**src/rtl/core/mq_pkg.sv**
```systemverilog
package mq_pkg;

    localparam int unsigned MQ_DEPTH = 1024;
    localparam int unsigned DATA_W = 32;

    typedef enum logic [1:0] {
        KIND_ENQ = 2'd0,
        KIND_DEQ = 2'd1,
        KIND_MAX = 2'd2
    } kind_t;

    typedef enum logic [1:0] {
        ST_OK    = 2'd0,
        ST_EMPTY = 2'd1,
        ST_FULL  = 2'd2
    } status_t;

    // contents of one queue cell
    typedef struct packed {
        logic                     occupied;
        logic signed [DATA_W-1:0] value;
        logic signed [DATA_W-1:0] run_max;
    } cell_t;

    // operation broadcast to every cell
    typedef struct packed {
        logic                     enq;
        logic                     deq;
        logic signed [DATA_W-1:0] data;
    } cell_ctrl_t;

endpackage

```
**src/rtl/core/mq_cell.sv**
```systemverilog
module mq_cell (
    input  logic               clk,
    input  logic               rst_n,
    input  mq_pkg::cell_ctrl_t ctrl,
    input  logic               prev_occupied,
    input  mq_pkg::cell_t      from_next,
    output mq_pkg::cell_t      cur
);

    logic                             occupied_reg;
    logic                             occupied_next;
    logic signed [mq_pkg::DATA_W-1:0] value_reg;
    logic signed [mq_pkg::DATA_W-1:0] value_next;
    logic signed [mq_pkg::DATA_W-1:0] run_max_reg;
    logic signed [mq_pkg::DATA_W-1:0] run_max_next;
    logic                             take_new;

    // first free cell takes the new entry
    assign take_new = ctrl.enq & ~occupied_reg & prev_occupied;

    always_comb
    begin
        occupied_next = occupied_reg;
        value_next    = value_reg;
        run_max_next  = run_max_reg;
        if (ctrl.deq)
        begin
            // whole row shifts one cell toward the head
            occupied_next = from_next.occupied;
            value_next    = from_next.value;
            run_max_next  = from_next.run_max;
        end
        else if (take_new)
        begin
            occupied_next = 1'b1;
            value_next    = ctrl.data;
            run_max_next  = ctrl.data;
        end
        else if (ctrl.enq && occupied_reg && ($signed(run_max_reg) < $signed(ctrl.data)))
        begin
            run_max_next = ctrl.data;
        end
    end

    always_ff @(posedge clk or negedge rst_n)
    begin
        if (!rst_n)
        begin
            occupied_reg <= 1'b0;
        end
        else
        begin
            occupied_reg <= occupied_next;
        end
    end

    always_ff @(posedge clk)
    begin
        value_reg   <= value_next;
        run_max_reg <= run_max_next;
    end

    assign cur.occupied = occupied_reg;
    assign cur.value    = value_reg;
    assign cur.run_max  = run_max_reg;

endmodule

```
**config.mk**
```make
export PLATFORM = sky130hd
export DESIGN_NAME = mq_cell
export DESIGN_NICKNAME = d
export VERILOG_FILES = /design/src/rtl/core/mq_pkg.sv /design/src/rtl/core/mq_cell.sv
export SDC_FILE = /design/constraint.sdc
export NUM_CORES = 1
export LEC_CHECK = 0
export BUFFER_PORTS_ARGS = -buffer_cell sky130_fd_sc_hd__buf_2
export CORE_ASPECT_RATIO = 0.7
export CORE_MARGIN = 2
export CORE_UTILIZATION = 42
export DETAILED_ROUTE_END_ITERATION = 10
export GPL_TIMING_DRIVEN = 0
export PLACE_DENSITY = 0.76
export SLEW_MARGIN = 5
export SYNTH_ARGS = -nofsm -noshare
export SYNTH_HDL_FRONTEND = slang
export SYNTH_SLANG_ARGS = --single-unit
```
**constraint.sdc**
```tcl
create_clock -name clk -period 3.6 [get_ports clk]
set_clock_uncertainty 0.1 [all_clocks]
set_input_delay 0.72 -clock clk [delete_from_list [all_inputs] [get_ports clk]]
set_output_delay 0.72 -clock clk [all_outputs]
set_load 0.02 [all_outputs]
```
Yosys cells after proc, flatten, opt, wreduce, memory -nomap -nowiden
Cells that the tools add are included.

storage, ports and cells
  flip-flop bits (word level) = 65
  input bits = 102
  logic and storage cells = 18

operators by class
  $lt $le $gt $ge = 1
  multiplexer cells = 7
  bitwise operators = 3
  reductions and logical operators = 4

operator list
  cell               count
  $mux 32            5
  $lt 32x32->1       1
  $reduce_bool 3->1  1
  $and 1x1->1        2
  $logic_and 1x1->1  2
  $mux 1             2
  $reduce_bool 2->1  1
  $not 1->1          1

Depth between registers and ports, before layout
Gate-level depths: netlist of run 1.

  depth after elaboration = 5
  mapped depth = 8
  mapped depth without buffers = 8

Worst setup path after synthesis of run 1
Ideal clock, no wire load.

  kind = input-to-reg
  from = input port prev_occupied
  to = register run_max_reg[0] in the netlist's numbering (enable)
  arrival = 3.206 ns
  path slack = -0.095 ns
  stages on the path = 4
  path buffers = 0
  cells stage by stage = nand2_1 -> o21bai_1 -> a21oi_1 -> nand2_1

between the ends
  longest elaborated chain between the ends = 2

ends and longest elaborated chain
  what                                RTL line       source
  start: declaration                  mq_cell.sv:5   input logic prev_occupied,
  $and 1x1->1                         mq_cell.sv:19  assign take_new = ctrl.enq & ~occupied_reg & prev_occupied;
  $reduce_bool 3->1 (no source line)  n/a
  end signal: assignment              mq_cell.sv:60  run_max_reg <= run_max_next;
  end: declaration                    mq_cell.sv:14  logic signed [mq_pkg::DATA_W-1:0] run_max_reg;

No other way between the ends.
A chain may end at the register's enable or synchronous reset.

Worst setup path after layout of run 1
  from = input port ctrl[31] in the netlist's numbering
  to = register run_max_reg[14] in the netlist's numbering (enable)

between the ends
  longest elaborated chain between the ends = 3

ends and longest elaborated chain
  what                                RTL line       source
  start: declaration                  mq_cell.sv:4   input mq_pkg::cell_ctrl_t ctrl,
  $lt 32x32->1                        mq_cell.sv:39  else if (ctrl.enq && occupied_reg && ($signed(run_max_reg) < $signed(ctrl.data)))
  $logic_and 1x1->1                   mq_cell.sv:39
  $reduce_bool 3->1 (no source line)  n/a

No other way between the ends.

==> results.txt, run 1 <==
Sorting the synthesized cells by how often they occur yields 140 x sky130_fd_sc_hd__nand2_1, 64 x sky130_fd_sc_hd__edfxtp_1, 32 x sky130_fd_sc_hd__inv_1, 31 x sky130_fd_sc_hd__ha_1, 31 x sky130_fd_sc_hd__nand2b_1. The initial core utilization was 44.02%. The run finished with clean final reports. Buffers added to address setup during post-CTS repair amount to 0. During synthesis, Yosys emitted a total of 0 warnings. The met1 demand-to-capacity share in global routing is 29.00%. The number of synthesized flops with an enable pin works out to 64. The first detailed-routing pass ran for 4 iterations. The via count of the first global-routing pass came out at 3083.

The critical path's slowest cell is sky130_fd_sc_hd__nand2_2. In this run the worst path has a maximum fanout of 32. In this run, placement finished with an instance count of 623. In the global route stage, met2 resource usage came out at 36.77%. The data arrival time of the critical path came out at 2950 ps. Sorting the synthesized cells by area gives the leading types as sky130_fd_sc_hd__edfxtp_1 55%, sky130_fd_sc_hd__nand2_1 15%, sky130_fd_sc_hd__ha_1 11%. The count of filler cells inserted in the layout is 732. At the pin with the least slew margin, the transition time is 837.2 ps. The data required time of the worst path is 3460 ps.

For this run, design rule violations remaining after detail routing come to 0. TritonCTS built the clock tree. CTS placed an instance of sky130_fd_sc_hd__clkbuf_16 at the clock tree root.

The most used flip-flop cell after synthesis is sky130_fd_sc_hd__edfxtp_1. The number of antenna diodes in the final layout is 0. The minimum clock period was 3094 ps. The port buffer count was 165. The async set-or-reset flop fraction in the synthesized netlist is 1.538%. The final layout contains routed wiring with a total length of 9834 um.

167 I/O pins were placed. On the worst path, the slowest cell contributes a delay of 630 ps. The initial antenna violation count was 0; the worst-case headroom to the max-slew limit was 43.99%. The count of nets after finishing was 666; the total negative setup slack was 0 ps. The run gives 0 as the quantity of gates resized following cts. Busiest layer in global routing: met2.

The fraction of final layout cells with drive strength greater than 1 came out at 34.20%. The die covers 9152 sq um. The floorplan has 27 rows.

The tools report the number of buffers created by CTS as 9. The run gives 55.24% as the share of synthesized area occupied by flip-flops and latches. For the worst path setup slack after routing, the log shows 506.0 ps. Worst hold slack: 54.98 ps. The core area was 8006 sq um; the area growth from synthesis to final layout was 36.14%. The number of vias in the routed layout is 3117. The detail route stage leaves a number of antenna-violating nets equal to 0.

Instance area at placement: 4518 sq um. For the number of clock sinks, the log shows 65. For this design the ratio of total power to cell area is 473.0 nW/um^2.

Max-cap violations in this run came to 0. The finished layout holds 639 standard cells, fillers aside. Measured along the y axis, the die boundary spans 80.65 um.

The routed via count divided by cell count came out at 4.878. The worst hold path belongs to the class primary input to async pin. The HPWL after detailed placement is 7552 um. CTS built an H-tree with a depth of 3. Synthesis produced a netlist with a net count of 489.

The die extent in x is 113.5 um. STA classifies the critical path endpoint as a flop. Entering global routing, the biggest net connects 33 pins.

Before CTS, the worst setup slack after placement is 151.1 ps. After the first detailed-routing iteration, the DRC count stood at 288. Dividing the detail-routed wire length by the instance count gives 15.39 um.

For the final number of setup-violating endpoints, the log shows 0. The critical path goes through buf_2 > inv_1 > ha_1 > nand4_1 > nor4_1 > a211oi_1 > o211ai_1 > a21oi_1 > nand2_2. In this run the static leakage power is 2.493 nW.

The proportion of netlist area held by the largest area contributor came out at 54.53%. Routability-driven placement finished with a final weighted congestion of 0.7985. After clock tree synthesis, the clock-pin slew on the worst setup and hold paths is 50 ps.

Hold repair after CTS inserted 0 buffers. Counting flops and latches in the post-synthesis netlist gives 65. Setup repair after global routing left no endpoint under its margin. For the maximum VDD drop, the log shows 308.2 uV.

Global routing finished with a remaining overflow of 0. The all-layer global routing usage is 22.43%, and the final total power is 2.269 mW. The run gives 0 as the count of final hold-check violations. The clock reaches the later pin of the worst-skew pair after 330 ps. Cell taking the most area after synthesis: sky130_fd_sc_hd__edfxtp_1. The most common cell in the synthesized netlist is sky130_fd_sc_hd__nand2_1. The final max-slew violation count is 0, and the number of library cell types mapped by synthesis is 29. The finished layout cell area is 4798 sq um. The critical path in this run is classified as primary input to flop. The average cell area after synthesis works out to 9.901 sq um.

The worst path uses 85.94% of the clock period. The synthesized area was 3525 sq um. The worst setup path is launched from a primary input. In the global route stage, met3 resource usage came out at 6.491%. For this run, the top clock speed supported by timing is 0.3232 GHz.

In this run the deepest clock path goes through 2 buffers. Synthesis handed over a netlist of 356 instances. The first global-routing pass estimated 15390 um of wire. The final design utilization came out at 59.93%.
==> power breakdown <==
group	switching [mW]	internal [mW]	leakage, nW
logic	0.290	0.177	1.70
clock network	0.312	0.532	0.138
registers	0.0331	0.927	0.655
total	0.634	1.64	2.49
==> worst max-delay path: cells and delay by family <==
family	cells	cell delay (ps)
adders and majority gates	1	360
AOI/OAI and AO/OA	3	410
buffers and inverters	2	130
and+or+nand+nor	3	1320
==> metal layers <==
layer	wire [um]	up-vias
met4	106	0
li1	-	1542
met5	0	-
met1	4575	1431
met2	4449	131
met3	702	13
==> cell usage in the layout, fill, tap and decap left out, types with 2 or more instances in the layout <==
| master | instances |
|---|---|
| sky130_fd_sc_hd__nand4_1 | 3 |
| sky130_fd_sc_hd__nand2b_1 | 31 |
| sky130_fd_sc_hd__nor2_1 | 7 |
| sky130_fd_sc_hd__clkinv_2 | 2 |
| sky130_fd_sc_hd__a21oi_1 | 10 |
| sky130_fd_sc_hd__a211oi_1 | 3 |
| sky130_fd_sc_hd__inv_1 | 32 |
| sky130_fd_sc_hd__ha_1 | 31 |
| sky130_fd_sc_hd__o21ai_0 | 4 |
| sky130_fd_sc_hd__clkbuf_1 | 14 |
| sky130_fd_sc_hd__edfxtp_1 | 64 |
| sky130_fd_sc_hd__nand3_1 | 2 |
| sky130_fd_sc_hd__nand2_1 | 139 |
| sky130_fd_sc_hd__buf_2 | 165 |
| sky130_fd_sc_hd__o211ai_1 | 2 |
| sky130_fd_sc_hd__clkbuf_16 | 9 |
==> path summary, 6_finish.rpt <==
path	from	slack (ps)	cells past startpoint	to
max	ctrl[31]	510	9	run_max_reg[14]
min	rst_n	50	1	occupied_reg
max reg2reg	run_max_reg[31]	600	7	run_max_reg[14]
min reg2reg	occupied_reg	570	2	occupied_reg
max in group asynchronous	rst_n	3260	1	occupied_reg
min in group clk	from_next[64]	530	3	occupied_reg
==> final cells by class <==
cell class	count	area [sq um]	area share (%)
Inverter	32	120.1	2.503
Clock inverter	4	43.79	0.9126
Clock buffer	12	236.5	4.928
Multi-Input combinational cell	247	1423	29.65
Buffer	12	48.80	1.017
Tap cell	101	126.4	2.634
Sequential cell	65	1947	40.57
Timing Repair Buffer	166	853.3	17.78
==> logic make-up (layout without fill, tap and decap cells) <==
logic type                 after synthesis  count (layout)  synth area share (%)
DFF                                     65              65                 55.24
and+or+nand+nor                        190             190                 23.64
AOI/OAI and AO/OA                       26              26                 5.325
adders and majority gates               31              31                 11.00
buffers and inverters                   44             226                 4.793
No activity file was read; power rests on OpenSTA's default activity.
==> run 2, diff against run 1 <==
REMOVE_ABC_BUFFERS = 1   (was default)
==> run 2 against run 1 <==
  * Count of clock-buffer cells in the layout shrank 3
  * Clock power up 8.1%
  * Die area unchanged
  * Setup slack worse by 39 ps
  * Sequential power about the same
  * Final area decreased by 0.23%
  * Largest cell class unchanged
==> results.txt, run 2 (synthesized netlist as in run 1, its figures left out) <==
The flow ran to the end, and the final reports show no timing, DRC or antenna violations. Cell breakdown of the critical path: buf_2 > inv_1 > ha_1 > a211oi_1 > nor2_1 > a311oi_1 > o2111ai_1 > a311o_1 > nand2_2 (was buf_2 > inv_1 > ha_1 > nand4_1 > nor4_1 > a211oi_1 > o211ai_1 > a21oi_1 > nand2_2). The critical path's slowest cell was sky130_fd_sc_hd__nand2_2 (unchanged).

The tools report the clock network latency to the later pin of the worst-skew pair as 330 ps (about the same). The tools report the number of buffers created by CTS as 9 (unchanged). The number of antenna repair diodes is 0 (unchanged), and the largest net degree at the start of global routing is 99 (was 33). The total of max-cap violations came out at 0 (unchanged). For the total number of placement rows, the log shows 27 (unchanged).

The number of cells on the critical path is 9 (unchanged), and the number of clock sinks is 65 (unchanged). The all-layer global routing usage was 19.26% (was 22.43%). The first-pass GRT wire length was 13500 um (was 15390 um). The leakage power summed over all cells was 2.493 nW (about the same); the port buffer count was 166 (was 165). Total global routing overflow: 0 (unchanged). The minimum clock period was 3133 ps (was 3094 ps); the register area was 1947 sq um (unchanged). Maximum clock path buffer count: 2 (unchanged). Leading cell types in the layout, fill and taps excluded: 165 x sky130_fd_sc_hd__buf_2, 139 x sky130_fd_sc_hd__nand2_1, 64 x sky130_fd_sc_hd__edfxtp_1, 32 x sky130_fd_sc_hd__inv_1 (unchanged). The tools report the core area as 8006 sq um (unchanged). For the worst hold slack, the log shows 59.36 ps (was 54.98 ps). The via count of the first global-routing pass was 2970 (was 3083).

The detailed-router iteration count before antenna repair was 4 (unchanged); the count of nets after finishing was 655 (was 666). The classification of the worst setup path was primary input to flop (unchanged). The run gives 0 (unchanged) as the post-cts hold buffer count.

The type of element capturing the critical path was a flop (unchanged). The number of cells on the worst reg-to-reg path came out at 7 (unchanged). The transition at the pin with the smallest max-transition slack is 842.0 ps (was 837.2 ps).

The data arrival time of the critical path is 2990 ps (was 2950 ps). The run gives 0 (unchanged) as the DRC violations left. The critical path startpoint category was a primary input (unchanged). Initial antenna violation count: 0 (unchanged). Setup repair after global routing left no endpoint under its margin. The die span in y is 80.65 um (unchanged). The run gives 2952 (was 3117) as the number of vias in the routed layout. The maximum VDD drop is 253.6 uV (was 308.2 uV), and the clock slew at the register clock pins of the worst setup and hold paths is 50 ps (about the same). The initial core utilization is 44.02% (unchanged). The fraction of final layout cells with drive strength greater than 1 is 35.29% (was 34.20%). The total negative setup slack was 0 ps (unchanged). The average detailed-routed wire length per instance is 13.57 um (was 15.39 um), and the critical-path maximum fanout is 32 (unchanged).

The worst-case headroom to the max-slew limit was 43.67% (was 43.99%); the area growth from synthesis to final layout was 35.82% (was 36.14%). For the number of buffers added for setup after CTS, the log shows 0 (unchanged). Leading cell type in the layout, fill and taps excluded: sky130_fd_sc_hd__buf_2 (unchanged).

The cell at the root of the clock tree is sky130_fd_sc_hd__clkbuf_16 (unchanged). The routed wire length was 8521 um (was 9834 um); the portion of the clock cycle consumed by the worst path in the final layout was 87.04% (was 85.94%). The final max-slew violation count came out at 0 (unchanged).

For the remaining antenna violation count after routing, the log shows 0 (unchanged). The tools report the final number of setup-violating endpoints as 0 (unchanged). The data required time of the worst path was 3450 ps (was 3460 ps); the achievable frequency was 0.3191 GHz (was 0.3232 GHz). The final RePlAce weighted congestion came out at 0.7920 (was 0.7985). The count of filler cells inserted in the layout is 707 (was 732), and the routed via count divided by cell count is 4.701 (was 4.878). The quantity of gates resized following cts came out at 0 (unchanged). The die extent in x is 113.5 um (unchanged). For the maximum level of the CTS H-tree, the log shows 3 (unchanged).

The initial detailed-routing violation count is 162 (was 288). TritonCTS built the clock tree. The multi-input combinational cell area is 1423 sq um (unchanged). The worst min-delay path class was primary input to async pin (unchanged).

The tools report the die footprint as 9152 sq um (unchanged). The cell family with the largest share of critical-path delay was compound AO/OA/AOI/OAI gates (was simple AND/OR/NAND/NOR gates). The maximum single-stage delay on the critical path is 630 ps (about the same).

The power per cell area is 484.5 nW/um^2 (was 473.0 nW/um^2), and the detailed-placement wirelength estimate is 6416 um (was 7552 um). The run gives 0 (unchanged) as the count of final hold-check violations. The tools report the total I/O pin count as 167 (unchanged).

The buffering stage count on the worst path with inverters included works out to 2 (unchanged).
==> run 2: path summary, 6_finish.rpt <==
check | end | slack, ps | startpoint
setup / recovery | run_max_reg[13] | 470 | ctrl[9]
hold / removal | occupied_reg | 60 | rst_n
setup reg to reg | run_max_reg[13] | 590 | run_max_reg[9]
hold reg to reg | occupied_reg | 570 | occupied_reg
max in group asynchronous | occupied_reg | 3260 | rst_n
min in group clk | occupied_reg | 530 | from_next[64]
==> run 2: power breakdown <==
group,internal [mW],switching (mW),leakage [nW]
sequential,0.926,0.0319,0.655
clock,0.598,0.313,0.150
combinational,0.173,0.277,1.69
total,1.70,0.622,2.49
==> run 2: layout make-up <==
class                      count  share of cell area [%]
sequential                    65                   40.67
inverter                      32                   2.509
clock inverter                 7                   1.777
timing repair buffer         167                   17.98
multi-input combinational    247                   29.72
tap                          101                   2.640
clock buffer                   9                   4.705
==> run 2: metrics by stage <==
stage               worst slack [ps]  util, %  cell area (sq um)  std cells  power (mW)
floorplan                     -95.40        -               3476        344       1.228
global placement               -1698    55.37               4433        611       1.410
detailed placement            -240.3    55.88               4474        612       1.428
CTS                            142.9    59.76               4785        628       2.350
global route                   236.5    59.79               4787        628       2.426
finish                         466.6    59.79               4787        628       2.319
==> run 2: per-layer routing <==
| layer | global-route usage [%] | part of all wire [%] |
|---|---|---|
| met1 | 23.07 | 44 |
| met2 | 31.44 | 46 |
| met3 | 7.849 | 9.4 |
| met4 | 7.073 | 1.2 |
| met5 | 0 | 0 |
==> run 3, diff against run 2 <==
==> constraint.sdc (replaced) <==
create_clock -name clk -period 3.6 [get_ports clk]
set_clock_uncertainty 0.1 [all_clocks]
set_input_delay 1.08 -clock clk [delete_from_list [all_inputs] [get_ports clk]]
set_output_delay 1.08 -clock clk [all_outputs]
set_load 0.02 [all_outputs]
==> run 3 against run 2 <==
  * Global-route usage hardly changed
  * Non-clock buffer count stayed put
  * Final area is 0.10% higher
  * Setup slack worse by 150 ps
  * Largest power group unchanged
  * Highest routed layer unchanged
==> results.txt, run 3 (synthesized netlist as in run 1, its figures left out) <==
The number of vias in the routed layout was 2935 (was 2952); the final number of setup-violating endpoints was 0 (unchanged). The logs give 3470 ps (was 3450 ps) for the data required time of the worst path and 45.77% (was 43.67%) for the worst-case headroom to the max-slew limit. The initial core utilization came out at 44.02% (unchanged).

The total of max-cap violations was 0 (unchanged). The critical path startpoint category is a primary input (unchanged). The final max-slew violation count is 0 (unchanged). Setup repair after global routing left no endpoint under its margin.

The number of clock sinks is 65 (unchanged), and the detailed-router iteration count before antenna repair is 4 (unchanged). The run gives 253.7 uV (was 253.6 uV) as the maximum VDD drop. The area growth from synthesis to final layout is 35.96% (was 35.82%). Cell at the root of the clock tree: sky130_fd_sc_hd__clkbuf_16 (unchanged).

The first-pass GRT wire length was 13520 um (was 13500 um). The flow ran to the end, and the final reports show no timing, DRC or antenna violations. The classification of the worst setup path was primary input to flop (unchanged). The tools report the leakage power summed over all cells as 2.494 nW (was 2.493 nW). Critical register-to-register path startpoint: run_max_reg[9] (unchanged). For the final RePlAce weighted congestion, the log shows 0.7920 (unchanged). Placed cell count: 612 (unchanged). The run gives 0 (unchanged) as the DRC violations left. The die span in y works out to 80.65 um (unchanged). Port buffer count: 166 (unchanged).

The portion of the clock cycle consumed by the worst path in the final layout came out at 91.11% (was 87.04%). The worst min-delay path class is primary input to async pin (unchanged). The tools report the number of buffers created by CTS as 9 (unchanged). The number of antenna repair diodes came out at 0 (unchanged). The leading cell type in the layout, fill and taps excluded is sky130_fd_sc_hd__buf_2 (unchanged). The initial detailed-routing violation count was 171 (was 162). Routed via count divided by cell count: 4.674 (was 4.701). The minimum clock period is 3280 ps (was 3133 ps), and the post-placement setup slack is -600.3 ps (was -240.3 ps). The initial antenna violation count came out at 0 (unchanged). Type of element capturing the critical path: a flop (unchanged). The count of nets after finishing was 655 (unchanged). For the die footprint, the log shows 9152 sq um (unchanged). The number of cells on the worst reg-to-reg path was 7 (unchanged); the instance area at placement was 4474 sq um (unchanged). The fraction of final layout cells with drive strength greater than 1 works out to 35.29% (unchanged). The transition at the pin with the smallest max-transition slack was 813.5 ps (was 842.0 ps); the worst-case register-to-register setup slack was 800 ps (was 590 ps). For the total global routing overflow, the log shows 0 (unchanged). The critical-path maximum fanout works out to 32 (unchanged). The final design utilization was 59.85% (was 59.79%).

The worst hold slack is 419.0 ps (was 59.36 ps), and the remaining antenna violation count after routing is 0 (unchanged). The count of final hold-check violations was 0 (unchanged); the largest net degree at the start of global routing was 99 (unchanged). The average detailed-routed wire length per instance was 13.61 um (was 13.57 um).

The run gives 0.3049 GHz (was 0.3191 GHz) as the achievable frequency. The all-layer global routing usage was 19.29% (was 19.26%); the clock network latency to the later pin of the worst-skew pair was 330 ps (about the same). TritonCTS built the clock tree. Power per cell area: 484.3 nW/um^2 (was 484.5 nW/um^2). The worst flop-to-flop path endpoint was run_max_reg[17] (was run_max_reg[13]). Beginning of the critical path: ctrl[9] (unchanged). For the number of buffers added for setup after CTS, the log shows 0 (unchanged).

Core area: 8006 sq um (unchanged). Leading cell types in the layout, fill and taps excluded: 165 x sky130_fd_sc_hd__buf_2, 139 x sky130_fd_sc_hd__nand2_1, 64 x sky130_fd_sc_hd__edfxtp_1, 32 x sky130_fd_sc_hd__inv_1 (unchanged). The routed wire length is 8550 um (was 8521 um). The maximum level of the CTS H-tree is 3 (unchanged). The die extent in x came out at 113.5 um (unchanged). The maximum clock path buffer count is 2 (unchanged). The clock slew at the register clock pins of the worst setup and hold paths is 50 ps (about the same), and the detailed-placement wirelength estimate is 6416 um (unchanged).

The total number of placement rows is 27 (unchanged), and the data arrival time of the critical path is 3150 ps (was 2990 ps). Finished layout cell area: 4792 sq um (was 4787 sq um). The worst path setup slack after routing is 319.9 ps (was 466.6 ps). The via count of the first global-routing pass was 2974 (was 2970); the total I/O pin count was 167 (unchanged).

The non-filler instance count after layout came out at 628 (unchanged).
==> run 3: cell counts in the layout (fill, tap and decap cells not counted) <==
No cell type changed its count.
==> run 3: worst max path at each step <==
| stage | end | slack, ps | cells past startpoint |
|---|---|---|---|
| 4_1_cts | run_max_reg[14] | 40 | 9 |
| 5_1_grt | run_max_reg[15] | 150 | 9 |
| 2_1_floorplan | run_max_reg[0] | -460 | 4 |
| 3_5_place_dp | run_max_reg[8] | -600 | 5 |
| 3_3_place_gp | run_max_reg[11] | -2060 | 5 |
| 6_report | run_max_reg[17] | 320 | 9 |
==> run 3: per-layer routing <==
| layer | GRT usage [%] | share of wire (%) |
|---|---|---|
| met1 | 23.07 | 44 |
| met2 | 31.56 | 45 |
| met3 | 7.849 | 9.2 |
| met4 | 7.073 | 1.4 |
| met5 | 0 | 0 |
==> run 3: area by class of cell <==
cell class | count | area [sq um]
fill | 708 | 3214
sequential | 65 | 1947
multi-input combinational | 247 | 1428
timing repair buffer | 167 | 860.8
clock buffer | 9 | 225.2
tap | 101 | 126.4
inverter | 32 | 120.1
clock inverter | 7 | 85.08
==> run 3: repair_timing <==
action / in CTS / in global routing
hold endpoints to repair: 0 / 0
setup endpoints to repair: 32 / 32
cloned: 0 / 0
hold buffers: 0 / 0
gates resized for setup: 1 / 1
==> run 3: critical path, cell delays in order <==
cell                        delay [ps]
sky130_fd_sc_hd__buf_2              90
sky130_fd_sc_hd__inv_1              40
sky130_fd_sc_hd__ha_1              300
sky130_fd_sc_hd__a211oi_1          230
sky130_fd_sc_hd__nor2_1             90
sky130_fd_sc_hd__a311oi_1          290
sky130_fd_sc_hd__o2111ai_1         220
sky130_fd_sc_hd__a311o_1           410
sky130_fd_sc_hd__nand2_4           380
==> run 3: power by group <==
part | leakage [nW] | total [mW] | internal, mW | switching (mW)
clock network | 0.150 | 0.912 | 0.598 | 0.313
registers | 0.655 | 0.958 | 0.926 | 0.0319
logic | 1.69 | 0.451 | 0.174 | 0.278
total | 2.49 | 2.32 | 1.70 | 0.623
==> run 3: metrics by stage <==
| step | setup TNS (ps) | power (mW) |
|---|---|---|
| after floorplan | -14570 | 1.228 |
| after detailed placement | -19150 | 1.428 |
| after global routing | 0 | 2.427 |
| final | 0 | 2.321 |
| after CTS | 0 | 2.349 |
| after global placement | -92790 | 1.410 |
